--- config.mk ---
export PLATFORM = sky130hd
export DESIGN_NAME = pdr_norm
export DESIGN_NICKNAME = d
export VERILOG_FILES = /design/src/hdl/pdr_pkg.sv /design/src/hdl/pdr_norm.sv
export SDC_FILE = /design/constraint.sdc
export NUM_CORES = 1
export LEC_CHECK = 0
export BUFFER_PORTS_ARGS = -buffer_cell sky130_fd_sc_hd__buf_4
export CAP_MARGIN = 0
export CORE_UTILIZATION = 54
export CTS_CLUSTER_DIAMETER = 200
export DETAILED_ROUTE_END_ITERATION = 8
export GPL_TIMING_DRIVEN = 0
export HOLD_SLACK_MARGIN = 0.12
export PLACE_DENSITY_LB_ADDON = 0.1
export SLEW_MARGIN = 20
export SYNTH_ARGS = -nofsm -noshare
export SYNTH_HDL_FRONTEND = slang
export SYNTH_SLANG_ARGS = --single-unit
--- constraint.sdc ---
create_clock -name clk -period 14.2 [get_ports clk]
set_input_delay 3.55 -clock clk [delete_from_list [all_inputs] [get_ports clk]]
set_output_delay 3.55 -clock clk [all_outputs]
set_load 0.005 [all_outputs]
--- src/hdl/pdr_pkg.sv ---
// pdr_pkg: item types and constants shared by the poisson deviance residual pipeline
// no dependencies

package pdr_pkg;

    localparam int unsigned WORD_W = 32;
    localparam int unsigned DEV_W  = 48;
    localparam int unsigned POS_W  = 5;

    // ln 2 with 32 fraction bits, split into halves for the partial products
    localparam logic [31:0] LN2_Q32 = 32'd2977044472;

    // observation item as it enters
    typedef struct packed {
        logic [WORD_W-1:0] y_obs;
        logic [WORD_W-1:0] fitted_mean;
        logic [WORD_W-1:0] prior_weight;
    } obs_item_t;

    // result item as it leaves
    typedef struct packed {
        logic [DEV_W-1:0] deviance;
        logic             saturated;
        logic             invalid_mean;
    } res_item_t;

    // both logarithms in flight, with the operands they still need
    typedef struct packed {
        logic [WORD_W-1:0] y;
        logic [WORD_W-1:0] mu;
        logic [WORD_W-1:0] wt;
        logic [POS_W-1:0]  p_y;
        logic [POS_W-1:0]  p_mu;
        logic [WORD_W-1:0] m_y;
        logic [WORD_W-1:0] m_mu;
        logic [WORD_W-1:0] f_y;
        logic [WORD_W-1:0] f_mu;
    } log_pair_t;

endpackage

--- src/hdl/pdr_norm.sv ---
// pdr_norm: leading-one search and mantissa normalisation of y and mu
// depends on pdr_pkg

module pdr_norm (
    input  logic                clk,
    input  logic                rst_n,
    input  logic                up_valid,
    input  pdr_pkg::obs_item_t  up_item,
    output logic                ld,
    output logic                down_valid,
    output pdr_pkg::log_pair_t  down,
    input  logic                next_ld
);
    import pdr_pkg::*;

    function automatic logic [POS_W-1:0] lead_one(input logic [WORD_W-1:0] x);
        logic [POS_W-1:0] p;
        p = '0;
        for (int i = 0; i < WORD_W; i++) begin
            if (x[i])
            begin
                p = POS_W'(i);
            end
        end
        return p;
    endfunction

    logic      valid_reg;
    log_pair_t data_reg;
    log_pair_t data_next;

    assign ld = !valid_reg || next_ld;

    always_comb
    begin
        data_next      = '0;
        data_next.y    = up_item.y_obs;
        data_next.mu   = up_item.fitted_mean;
        data_next.wt   = up_item.prior_weight;
        data_next.p_y  = lead_one(up_item.y_obs);
        data_next.p_mu = lead_one(up_item.fitted_mean);
        data_next.m_y  = up_item.y_obs << (5'd31 - data_next.p_y);
        data_next.m_mu = up_item.fitted_mean << (5'd31 - data_next.p_mu);
    end

    always_ff @(posedge clk or negedge rst_n)
    begin
        if (!rst_n)
        begin
            valid_reg <= 1'b0;
        end
        else if (ld)
        begin
            valid_reg <= up_valid;
        end
    end

    always_ff @(posedge clk)
    begin
        if (ld)
        begin
            data_reg <= data_next;
        end
    end

    assign down_valid = valid_reg;
    assign down       = data_reg;

endmodule

Yosys cells after proc, flatten, opt, wreduce, memory -nomap -nowiden
Index checks and enable logic that the tools add are counted.
{"block": "op_classes", "addsub": 2, "n_shift": 2, "n_mux": 62, "reduce_logical": 2}
{"op": "$mux W5", "n": 59}
{"op": "$shl A32 B5 Y32", "n": 2}
{"op": "$sub A5 B5 Y5 const A", "n": 2}
{"op": "$mux W1", "n": 2}
{"op": "$mux W2", "n": 1}
{"op": "$logic_not A1 Y1", "n": 1}
{"op": "$logic_or A1 B1 Y1", "n": 1}
{"block": "totals", "regBits": 171, "in_bits": 100, "out_inout_bits": 236, "word_cells": 76}

Longest topological paths before layout
{"block": "logic_depth", "depth_word": 33, "ltp_mapped": 13, "depth_no_buf": 11}

Worst setup path before layout
Ideal clock, no wire load.
{"block": "synth_path", "kind": "input -> output", "from": "input next_ld", "to": "output ld", "arrival_time_ns": 7.689, "required_ns": 10.650, "path_slack_ns": 2.961, "cell_stages": 1, "n_path_buf": 0, "path_cell_list": "nand2b_1"}
{"block": "synth_via", "elab_chain_cells": 1}
{"element": "start, declared", "line_no": "pdr_norm.sv:12", "source": "input logic next_ld"}
{"element": "$logic_or A1 B1 Y1", "line_no": "pdr_norm.sv:32", "source": "assign ld = !valid_reg || next_ld;"}
{"element": "end, declared", "line_no": "pdr_norm.sv:9", "source": "output logic ld,"}
Every way passes these cells.

Final worst setup path
Same ends and word-level chain as after synthesis.

==> impl_metrics.tcl <==
set metrics [dict create \
    cts-resized-gates 0 \
    crit_path_end_kind "primary output" \
    slowest_stage "buf_16" \
    yosys-top-cells-area "edfxtp_1, mux2i_1, buf_4, nor2_1, a21oi_1" \
    post_cts_buffers 0 \
    crit_arrival_ns 4.63 \
    yosysWarnings 0 \
    clock_latency_ns 0.44 \
    cts_hold_buf 0 \
    layout.cells.non_filler 1349 \
    p_int_mw 1.03 \
    final_area_sq_um 12400 \
    power.density_nw_per_um2 112 \
    grt_pass1_vias 7218 \
    synth_area_sq_um 9190 \
    worstMarginPinSlew_ns 0.719 \
    max_cap_violations 0 \
    grt_max_degree 64 \
    pwr-share-comb_pct 20.6 \
    numCtsBuffers 17 \
    synth_edf_count 170 \
    startpoint "next_ld" \
    die_w_microns 132 \
    clkPwrFrac_pct 34.4 \
    clock-root-buffer "clkbuf_16" \
    hold_path.class "reg2reg" \
    routed_wirelength_mm 27.7 \
    maxSlewViolCount 0 \
    cts.reportedPaths.clkPinSlew_ns 0.06 \
    seqPwrFrac_pct 45.0 \
    timing.fmax_ghz 0.122 \
    synth.most_common_cell "edfxtp_1" \
    period_needed_ns 8.18 \
    routedWlPerCell_microns 20.6 \
    yosysTopAreaCell "edfxtp_1" \
    ys_async_sr_fraction_pct 0.585 \
    synthDominantCellAreaShare_pct 55.6 \
    timing.slew.headroom_pct 51.7 \
    dp_hpwl_mm 21.1 \
    ys_seq_area_share_pct 55.8 \
    worst_slack_ns 6.02 \
    antenna_found_initial 0 \
    grt.overflow.total 0 \
    place_area_sq_um 11800 \
    drive_gt1_share_pct 36.7 \
    drcViolationCount 0 \
    place.gp.congestion 0.975 \
    cts_max_level 4 \
    cts.sink_count 171 \
    dr.pass1.iters 5 \
    synth_common_cells "edfxtp_1, mux2i_1, nor2_1, buf_4, nand2_1" \
    max_stage_delay_ns 0.29 \
    status "completed" \
    r2r.worst_path.cells 3 \
    cp.required_ns 10.65 \
    cts_tree "done" \
    path_cells "buf_4 -> nand2b_4 -> buf_16 -> buf_16 -> buf_4" \
    track_usage_pct 31.7 \
    initial_core_util_pct 55.4 \
    synth_flop_cell "edfxtp_1" \
    grt_pass1_wl_mm 41.7 \
    switching_share_pct 25.8 \
    diodes 0 \
    io_buffers 271 \
    peakVddDrop_v 0.0000883 \
    drt_iter0_drc 844 \
    die_area_sq_um 17500 \
    postSynthAreaPerCell_sq_um 12.1 \
    path_max_fanout 56 \
    final_antenna_net_count 0 \
    p_leak_nw 5.63 \
    ys_ff_latch 171 \
    vias 7701 \
    clock_skew_ns 0.0111 \
    fillerInstances 1150 \
    final-setup-viol-count 0 \
    area_delta_synth_final_pct 35.2 \
    detailedPlace.worstSlack_ns 6.03 \
    switchingPower_uw 358 \
    r2r-end "down[100]" \
    worst-path-buf-inv 4 \
    crit_cells 5 \
    core_area_sq_um 16600 \
    finalPower_mw 1.39 \
    regToRegStartpoint "down_valid" \
    dieHeight_microns 132 \
    hold_viol 0 \
    dp_cells 1317 \
    rows 47 \
    vias_per_cell 5.71 \
    fin_crit_sh_pct 57.6 \
    cp-endpoint "ld" \
    nets 1216 \
    clockBufferDepth 2 \
    r2r_slack_ns 12.66 \
    rsz0062_at_grt "false" \
    yosys.cell_types.count 70 \
    pin_count 336 \
    tns_ns 0 \
    critPathLaunchType "input pin" \
    criticalPathCategory "in2out" \
    cp_top_family "buffers and inverters" \
    syn_inst 760 \
]
==> area by class of cell <==
class	instances	area (sq um)	area share [%]
inverters	19	83.8	0.675
flip-flops and latches	171	5130	41.3
well taps	220	275	2.22
multi-input cells	541	3590	28.9
clock buffers	23	458	3.69
plain buffers	92	631	5.08
clock inverters	9	140	1.13
repair buffers	274	2120	17.0
==> flip-flops by register name (all words and copies together), names as in the netlist <==
register	count
down	170
down_valid	1
==> worst min-delay path by stage <==
stage,from,endpoint,slack (ns),cells after the start
after global placement,rst_n,down_valid,3.33,1
after global routing,down_valid,down[168],0.75,1
after floorplan,rst_n,down_valid,3.25,0
after detailed placement,down_valid,down[168],0.71,1
final,down_valid,down[168],0.72,1
after CTS,down_valid,down[156],0.73,1
==> cell usage in the layout (no fill, tap or decap), types with 5 or more instances in the layout <==
cell       count
buf_2          6
edfxtp_1     170
buf_4        339
and2_1         8
clkbuf_1      20
a31oi_1        8
nor3_1        16
mux2_2         8
a221oi_1       6
conb_1        64
nor2b_1        5
clkbuf_16     17
o31ai_1        5
nand3_1        7
nor4_1        13
inv_1         15
o22ai_1       11
nand2_1       48
o21ai_0       21
nor2_1        69
a21oi_1       39
mux2i_1      122
o221ai_1       5
==> power by group through the flow <==
stage	Sequential, mW	Combinational [mW]	Clock, mW
after CTS	0.624	0.282	0.482
after detailed placement	0.634	0.280	0
after floorplan	0.644	0.127	0
after global routing	0.627	0.304	0.499
final	0.624	0.286	0.478
after global placement	0.641	0.274	0
==> kinds of logic after synthesis <==
| logic type | Yosys count | synth area share [%] |
|---|---|---|
| AO/OA/AOI/OAI | 151 | 11.4 |
| buffers and inverters | 111 | 7.77 |
| flip-flops | 171 | 55.8 |
| multiplexers | 135 | 15.2 |
| other | 1 | 0.0408 |
| AND/OR/NAND/NOR | 191 | 9.84 |
==> stage by stage <==
stage | utilization, % | hold slack, ns
6_report | 74.9 | 0.722
5_1_grt | 74.9 | 0.746
4_1_cts | 74.9 | 0.729
3_5_place_dp | 71.3 | 0.708
3_3_place_gp | 70.8 | 3.33
2_1_floorplan | - | 3.25
==> per-layer routing <==
layer | routed length (microns) | track usage [%] | up-vias
met4 | 968 | 13.1 | 0
met3 | 2460 | 6.55 | 70
met2 | 13800 | 54.1 | 483
met1 | 10500 | 39.3 | 3655
li1 | - | - | 3493
met5 | 0 | 0 | -
(Power assumes the default switching activity.)
