==> config.mk <==
export PLATFORM = sky130hd
export DESIGN_NAME = pdr_log_step
export DESIGN_NICKNAME = d
export VERILOG_FILES = /design/src/hdl/pdr_pkg.sv /design/src/hdl/pdr_log_step.sv
export SDC_FILE = /design/constraint.sdc
export NUM_CORES = 2
export LEC_CHECK = 0
export ABC_AREA = 1
export BUFFER_PORTS_ARGS = -buffer_cell sky130_fd_sc_hd__buf_2
export CORE_MARGIN = 1
export CORE_UTILIZATION = 30
export DETAILED_ROUTE_END_ITERATION = 7
export GPL_TIMING_DRIVEN = 0
export PLACE_DENSITY = 0.49
export RECOVER_POWER = 25
export REMOVE_ABC_BUFFERS = 1
export SYNTH_ARGS = -nofsm -noshare
export SYNTH_HDL_FRONTEND = slang
export SYNTH_SLANG_ARGS = --single-unit
==> constraint.sdc <==
create_clock -name clk -period 8.95 [get_ports clk]
set_input_delay 1.79 -clock clk [delete_from_list [all_inputs] [get_ports clk]]
set_output_delay 1.79 -clock clk [all_outputs]
set_load 0.03 [all_outputs]
==> src/hdl/pdr_pkg.sv <==
// pdr_pkg: item types and constants shared by the poisson deviance residual pipeline
// no dependencies

package pdr_pkg;

    localparam int unsigned WORD_W = 32;
    localparam int unsigned DEV_W  = 48;
    localparam int unsigned POS_W  = 5;

    // ln 2 with 32 fraction bits, split into halves for the partial products
    localparam logic [31:0] LN2_Q32 = 32'd2977044472;

    // observation item as it enters
    typedef struct packed {
        logic [WORD_W-1:0] y_obs;
        logic [WORD_W-1:0] fitted_mean;
        logic [WORD_W-1:0] prior_weight;
    } obs_item_t;

    // result item as it leaves
    typedef struct packed {
        logic [DEV_W-1:0] deviance;
        logic             saturated;
        logic             invalid_mean;
    } res_item_t;

    // both logarithms in flight, with the operands they still need
    typedef struct packed {
        logic [WORD_W-1:0] y;
        logic [WORD_W-1:0] mu;
        logic [WORD_W-1:0] wt;
        logic [POS_W-1:0]  p_y;
        logic [POS_W-1:0]  p_mu;
        logic [WORD_W-1:0] m_y;
        logic [WORD_W-1:0] m_mu;
        logic [WORD_W-1:0] f_y;
        logic [WORD_W-1:0] f_mu;
    } log_pair_t;

endpackage

==> src/hdl/pdr_log_step.sv <==
// pdr_log_step: one squaring step of the log2 fraction, for y and mu side by side
// depends on pdr_pkg

module pdr_log_step #(
    parameter int unsigned STEP = 0
) (
    input  logic                clk,
    input  logic                rst_n,
    input  logic                up_valid,
    input  pdr_pkg::log_pair_t  up,
    output logic                ld,
    output logic                down_valid,
    output pdr_pkg::log_pair_t  down,
    input  logic                next_ld
);
    import pdr_pkg::*;

    // fraction bit produced here, counted from the top
    localparam logic [POS_W-1:0] BIT_POS = POS_W'(31 - STEP);

    logic      valid_reg;
    log_pair_t data_reg;
    log_pair_t data_next;
    logic [63:0] sq_y;
    logic [63:0] sq_mu;

    assign ld = !valid_reg || next_ld;

    always_comb
    begin
        sq_y      = up.m_y * up.m_y;
        sq_mu     = up.m_mu * up.m_mu;
        data_next = up;
        // square is in [1,4) scaled by 2^62; renormalise into [1,2)
        if (sq_y[63])
        begin
            data_next.m_y           = sq_y[63:32];
            data_next.f_y[BIT_POS]  = 1'b1;
        end
        else
        begin
            data_next.m_y = sq_y[62:31];
        end
        if (sq_mu[63])
        begin
            data_next.m_mu          = sq_mu[63:32];
            data_next.f_mu[BIT_POS] = 1'b1;
        end
        else
        begin
            data_next.m_mu = sq_mu[62:31];
        end
    end

    always_ff @(posedge clk or negedge rst_n)
    begin
        if (!rst_n)
        begin
            valid_reg <= 1'b0;
        end
        else if (ld)
        begin
            valid_reg <= up_valid;
        end
    end

    always_ff @(posedge clk)
    begin
        if (ld)
        begin
            data_reg <= data_next;
        end
    end

    assign down_valid = valid_reg;
    assign down       = data_reg;

endmodule

=== Word level (Yosys, flattened, before mapping) ===
Cells that the tools add are included.

* Multiply operators: 2
* Mux-type cells: 2
* Reduce and logical (&&, ||, !) cells: 2

{| class="wikitable"
|+ Operators by type and width
! operator !! number
|-
| $mul A32 B32 Y64 || 2
|-
| $mux W31 || 2
|-
| $logic_not A1 Y1 || 1
|-
| $logic_or A1 B1 Y1 || 1
|}

* Output and inout port bits: 236
* Word-level logic and storage cells: 20
* Register bits after elaboration: 235
* Input bits: 238

=== Logic depth before layout (Yosys ltp) ===
* Depth after elaboration: 2
* Mapped depth: 36
* Mapped depth without buffers: 33

=== Worst setup path before layout ===
Ideal clock, no wire load.

* Kind: input to output
* Start: input port next_ld
* End: output port ld
* Stages on the path: 2
* Required time: 7.160 ns
* Arrival time: 6.942 ns
* Slack: 0.218 ns
* Path buffers: 0
* Path through: inv_1 -> nand2_1

* Word-level cells in the longest chain between the ends: 1

{| class="wikitable"
|+ Ends and longest elaborated chain
! item !! RTL line !! RTL
|-
| start, declared || pdr_log_step.sv:14 || <nowiki>input logic next_ld</nowiki>
|-
| $logic_or A1 B1 Y1 || pdr_log_step.sv:27 || <nowiki>assign ld = !valid_reg || next_ld;</nowiki>
|-
| end, declared || pdr_log_step.sv:11 || <nowiki>output logic ld,</nowiki>
|}

No other way between the ends.

=== Worst setup path after layout ===
* Start: input port up[121] in the netlist's numbering
* End: register data_reg, in the netlist down[127], data pin

* Word-level cells in the longest chain between the ends: 1

{| class="wikitable"
|+ Ends and longest elaborated chain
! item !! RTL line !! RTL
|-
| start, declared || pdr_log_step.sv:10 || <nowiki>input pdr_pkg::log_pair_t up,</nowiki>
|-
| $mul A32 B32 Y64 || pdr_log_step.sv:31 || <nowiki>sq_y = up.m_y * up.m_y;</nowiki>
|-
| end signal, assigned || pdr_log_step.sv:71 || <nowiki>data_reg <= data_next;</nowiki>
|-
| end, declared || pdr_log_step.sv:22 || <nowiki>log_pair_t data_reg;</nowiki>
|}

No other way between the ends.
A chain may end at the register's enable or synchronous reset.

==> impl_metrics.tcl <==
set metrics [dict create \
    row_count 177 \
    clockBufferDepth 3 \
    cp-start-kind "input port" \
    die_w_um 487.8 \
    drtIter0Drc 2721 \
    max_cap_viol_count 1 \
    maxSlewHeadroom_pct -67.90 \
    cts_tree "done" \
    cts_num_sinks 235 \
    post-cts-setup-buffers 0 \
    vias 51460 \
    die_y_um 487.8 \
    postRouteAntennaNets 0 \
    grt_pass1_vias 56330 \
    yosysMostFrequentCell "inv_1" \
    htreeDepth 1 \
    cp-end-kind "register" \
    synth-seq-cells 235 \
    holdCritPathClass "input port to asynchronous set/reset pin" \
    numCtsBuffers 24 \
    setup_viol 0 \
    wire_per_inst_um 15.67 \
    cp_common_cell "fa_1" \
    root_buffer "clkbuf_16" \
    worst-path-max-fanout 33 \
    finalClockSkew_ns 0.03302 \
    final.setup.tns_ns 0 \
    syn_area_per_cell_um2 8.269 \
    finalHoldViolCount 0 \
    synth_top_cell_area_share_pct 44.72 \
    worstMarginPinSlew_ns 2.512 \
    use_met2_pct 28.67 \
    yosysWarnings 0 \
    status "finished, violations left" \
    synth_ff_type "edfxtp_1" \
    ctsHoldBuffers 0 \
    portBuffers 473 \
    routed_wl_um 188000 \
    grt_first_pass_wirelength_um 306700 \
    yosys-top-cells-area "fa_1 (45%), inv_1 (15%), nand2_1 (12%)" \
    grtUsageTotal_pct 16.34 \
    maxSlewViolCount 55 \
    cp_slowest_cell "fa_1" \
    reg2reg_from "down_valid$_DFFE_PN0P_" \
    synth_edf_count 234 \
    path_clk_slew_ns 0.06 \
    ys_top_cells_by_count "inv_1 (2890), nand2_1 (2237), fa_1 (1582), ha_1 (598), edfxtp_1 (234)" \
    timing.final.ws_setup_ns 0.3271 \
    synthArstFlopShare_pct 0.4255 \
    required_ns 9.25 \
    yosysSeqAreaShare_pct 9.958 \
    nets 11270 \
    synthDistinctLibCells 38 \
    final_cell_area_um2 77310 \
    use_met3_pct 1.117 \
    grt_overflow 0 \
    netlist_area_um2 70810 \
    netlist_instances 8563 \
    criticalPathCategory "input port to register" \
    drive_gt1_share_pct 6.136 \
    io_pins 474 \
    dpl_cell_area_um2 76310 \
    worstPathArrival_ns 8.92 \
    cpPeakStageDelay_ns 0.55 \
    syn_to_final_growth_pct 9.176 \
    cp-startpoint "up[121]" \
    gp_congestion 0.9648 \
    synth_top_cell_by_area "fa_1" \
    min_period_ns 8.623 \
    post-route-period-util_pct 96.35 \
    violations "capacitance limit, slew limit" \
    grtUsageMet1_pct 21.91 \
    start_util_pct 30.31 \
    fmax_ghz 0.1160 \
    busiest_layer "met2" \
    die_area_um2 238000 \
    coreArea_um2 233600 \
    final_core_util_pct 33.09 \
    firstDrtPassIters 5 \
    clkLatencyLatePin_ns 0.61 \
    drc_errors 0 \
    grt_max_degree 70 \
    fillCellCount 24640 \
    rsz0062_at_grt "false" \
    viasPerCell 4.288 \
    place_ws_ns -0.9211 \
    hpwl_um 156800 \
    antenna_found_initial 9 \
]
-- worst paths after layout --
check / end / slack, ns / depth (start not counted)
setup reg to reg: down[207]$_DFFE_PP_ / 5.63 / 3
max in group asynchronous: down_valid$_DFFE_PN0P_ / 7.89 / 1
setup / recovery: down[127]$_SDFFCE_PP1P_ / 0.33 / 29
hold / removal: down_valid$_DFFE_PN0P_ / 0.97 / 1
hold reg to reg: down_valid$_DFFE_PN0P_ / 2.11 / 2
min in group clk: down[59]$_DFFE_PP_ / 1.36 / 1
-- registers in the layout (all words and copies together), names as in the netlist --
name	count
down_valid	1
down	234
-- routing by layer --
| metal | vias to the layer above | wire [um] |
|---|---|---|
| met5 | - | 0 |
| met4 | 0 | 3953 |
| met3 | 147 | 7477 |
| met2 | 1006 | 93210 |
| met1 | 25680 | 83410 |
| li1 | 24630 | - |
-- cells in the final DEF (no fill, tap or decap), types with 6 or more instances in the layout --
master        n
ha_1        598
nand3_1     140
or2_2        10
buf_6        21
nand3b_1     11
inv_1      2890
a21o_1        8
a31o_2       12
xnor2_1      34
nor2_1      224
nand2_2       7
o21ai_0      34
nor3_1       12
clkinv_1      6
buf_4        18
fa_1       1582
nor3_2        6
clkbuf_4     22
o21bai_1     44
xor2_1       64
clkbuf_16    24
nand4_1      38
buf_2       398
nor4_1        8
clkbuf_1     15
nand2_1    2237
and2_1        9
a21oi_1     121
edfxtp_1    234
-- layout make-up --
cell class	count	area, um2	area share, %
multi-input combinational	5219	52040	67.31
clock inverter	16	150.1	0.1942
timing repair buffer	476	2674	3.459
sequential	235	7052	9.122
antenna	4	10.01	0.01295
inverter	2893	10860	14.05
clock buffer	26	608.1	0.7866
tap	3132	3919	5.069
-- through the flow --
step                hold WS [ns]  instances
detailed placement         1.057      11960
global route              0.9374      12000
global placement           1.566      11950
CTS                       0.9234      12000
finish                    0.9735      12000
floorplan                  1.494       8347
-- cell families after synthesis --
group | synth area share [%]
flops | 9.958
simple gates | 15.06
fa+ha+maj | 55.29
xor+xnor | 1.212
buf+inv | 16.58
compound gates | 1.896
-- timing repair --
item / 4_1_cts / 5_1_grt
setup endpoints to repair: 66 / 66
gates cloned: 0 / 0
resized for setup: 26 / 77
endpoints found under the hold margin: 0 / 0
pin swaps: 0 / 0
-- critical path: cells and delay by family --
family	cells	cell delay (ns)
simple gates	12	1.89
buf+inv	7	0.87
fa+ha+maj	9	4.14
compound gates	1	0.10
Power is not shown: default switching activity piles up to over one toggle a cycle in this logic, so the estimate is an artifact.
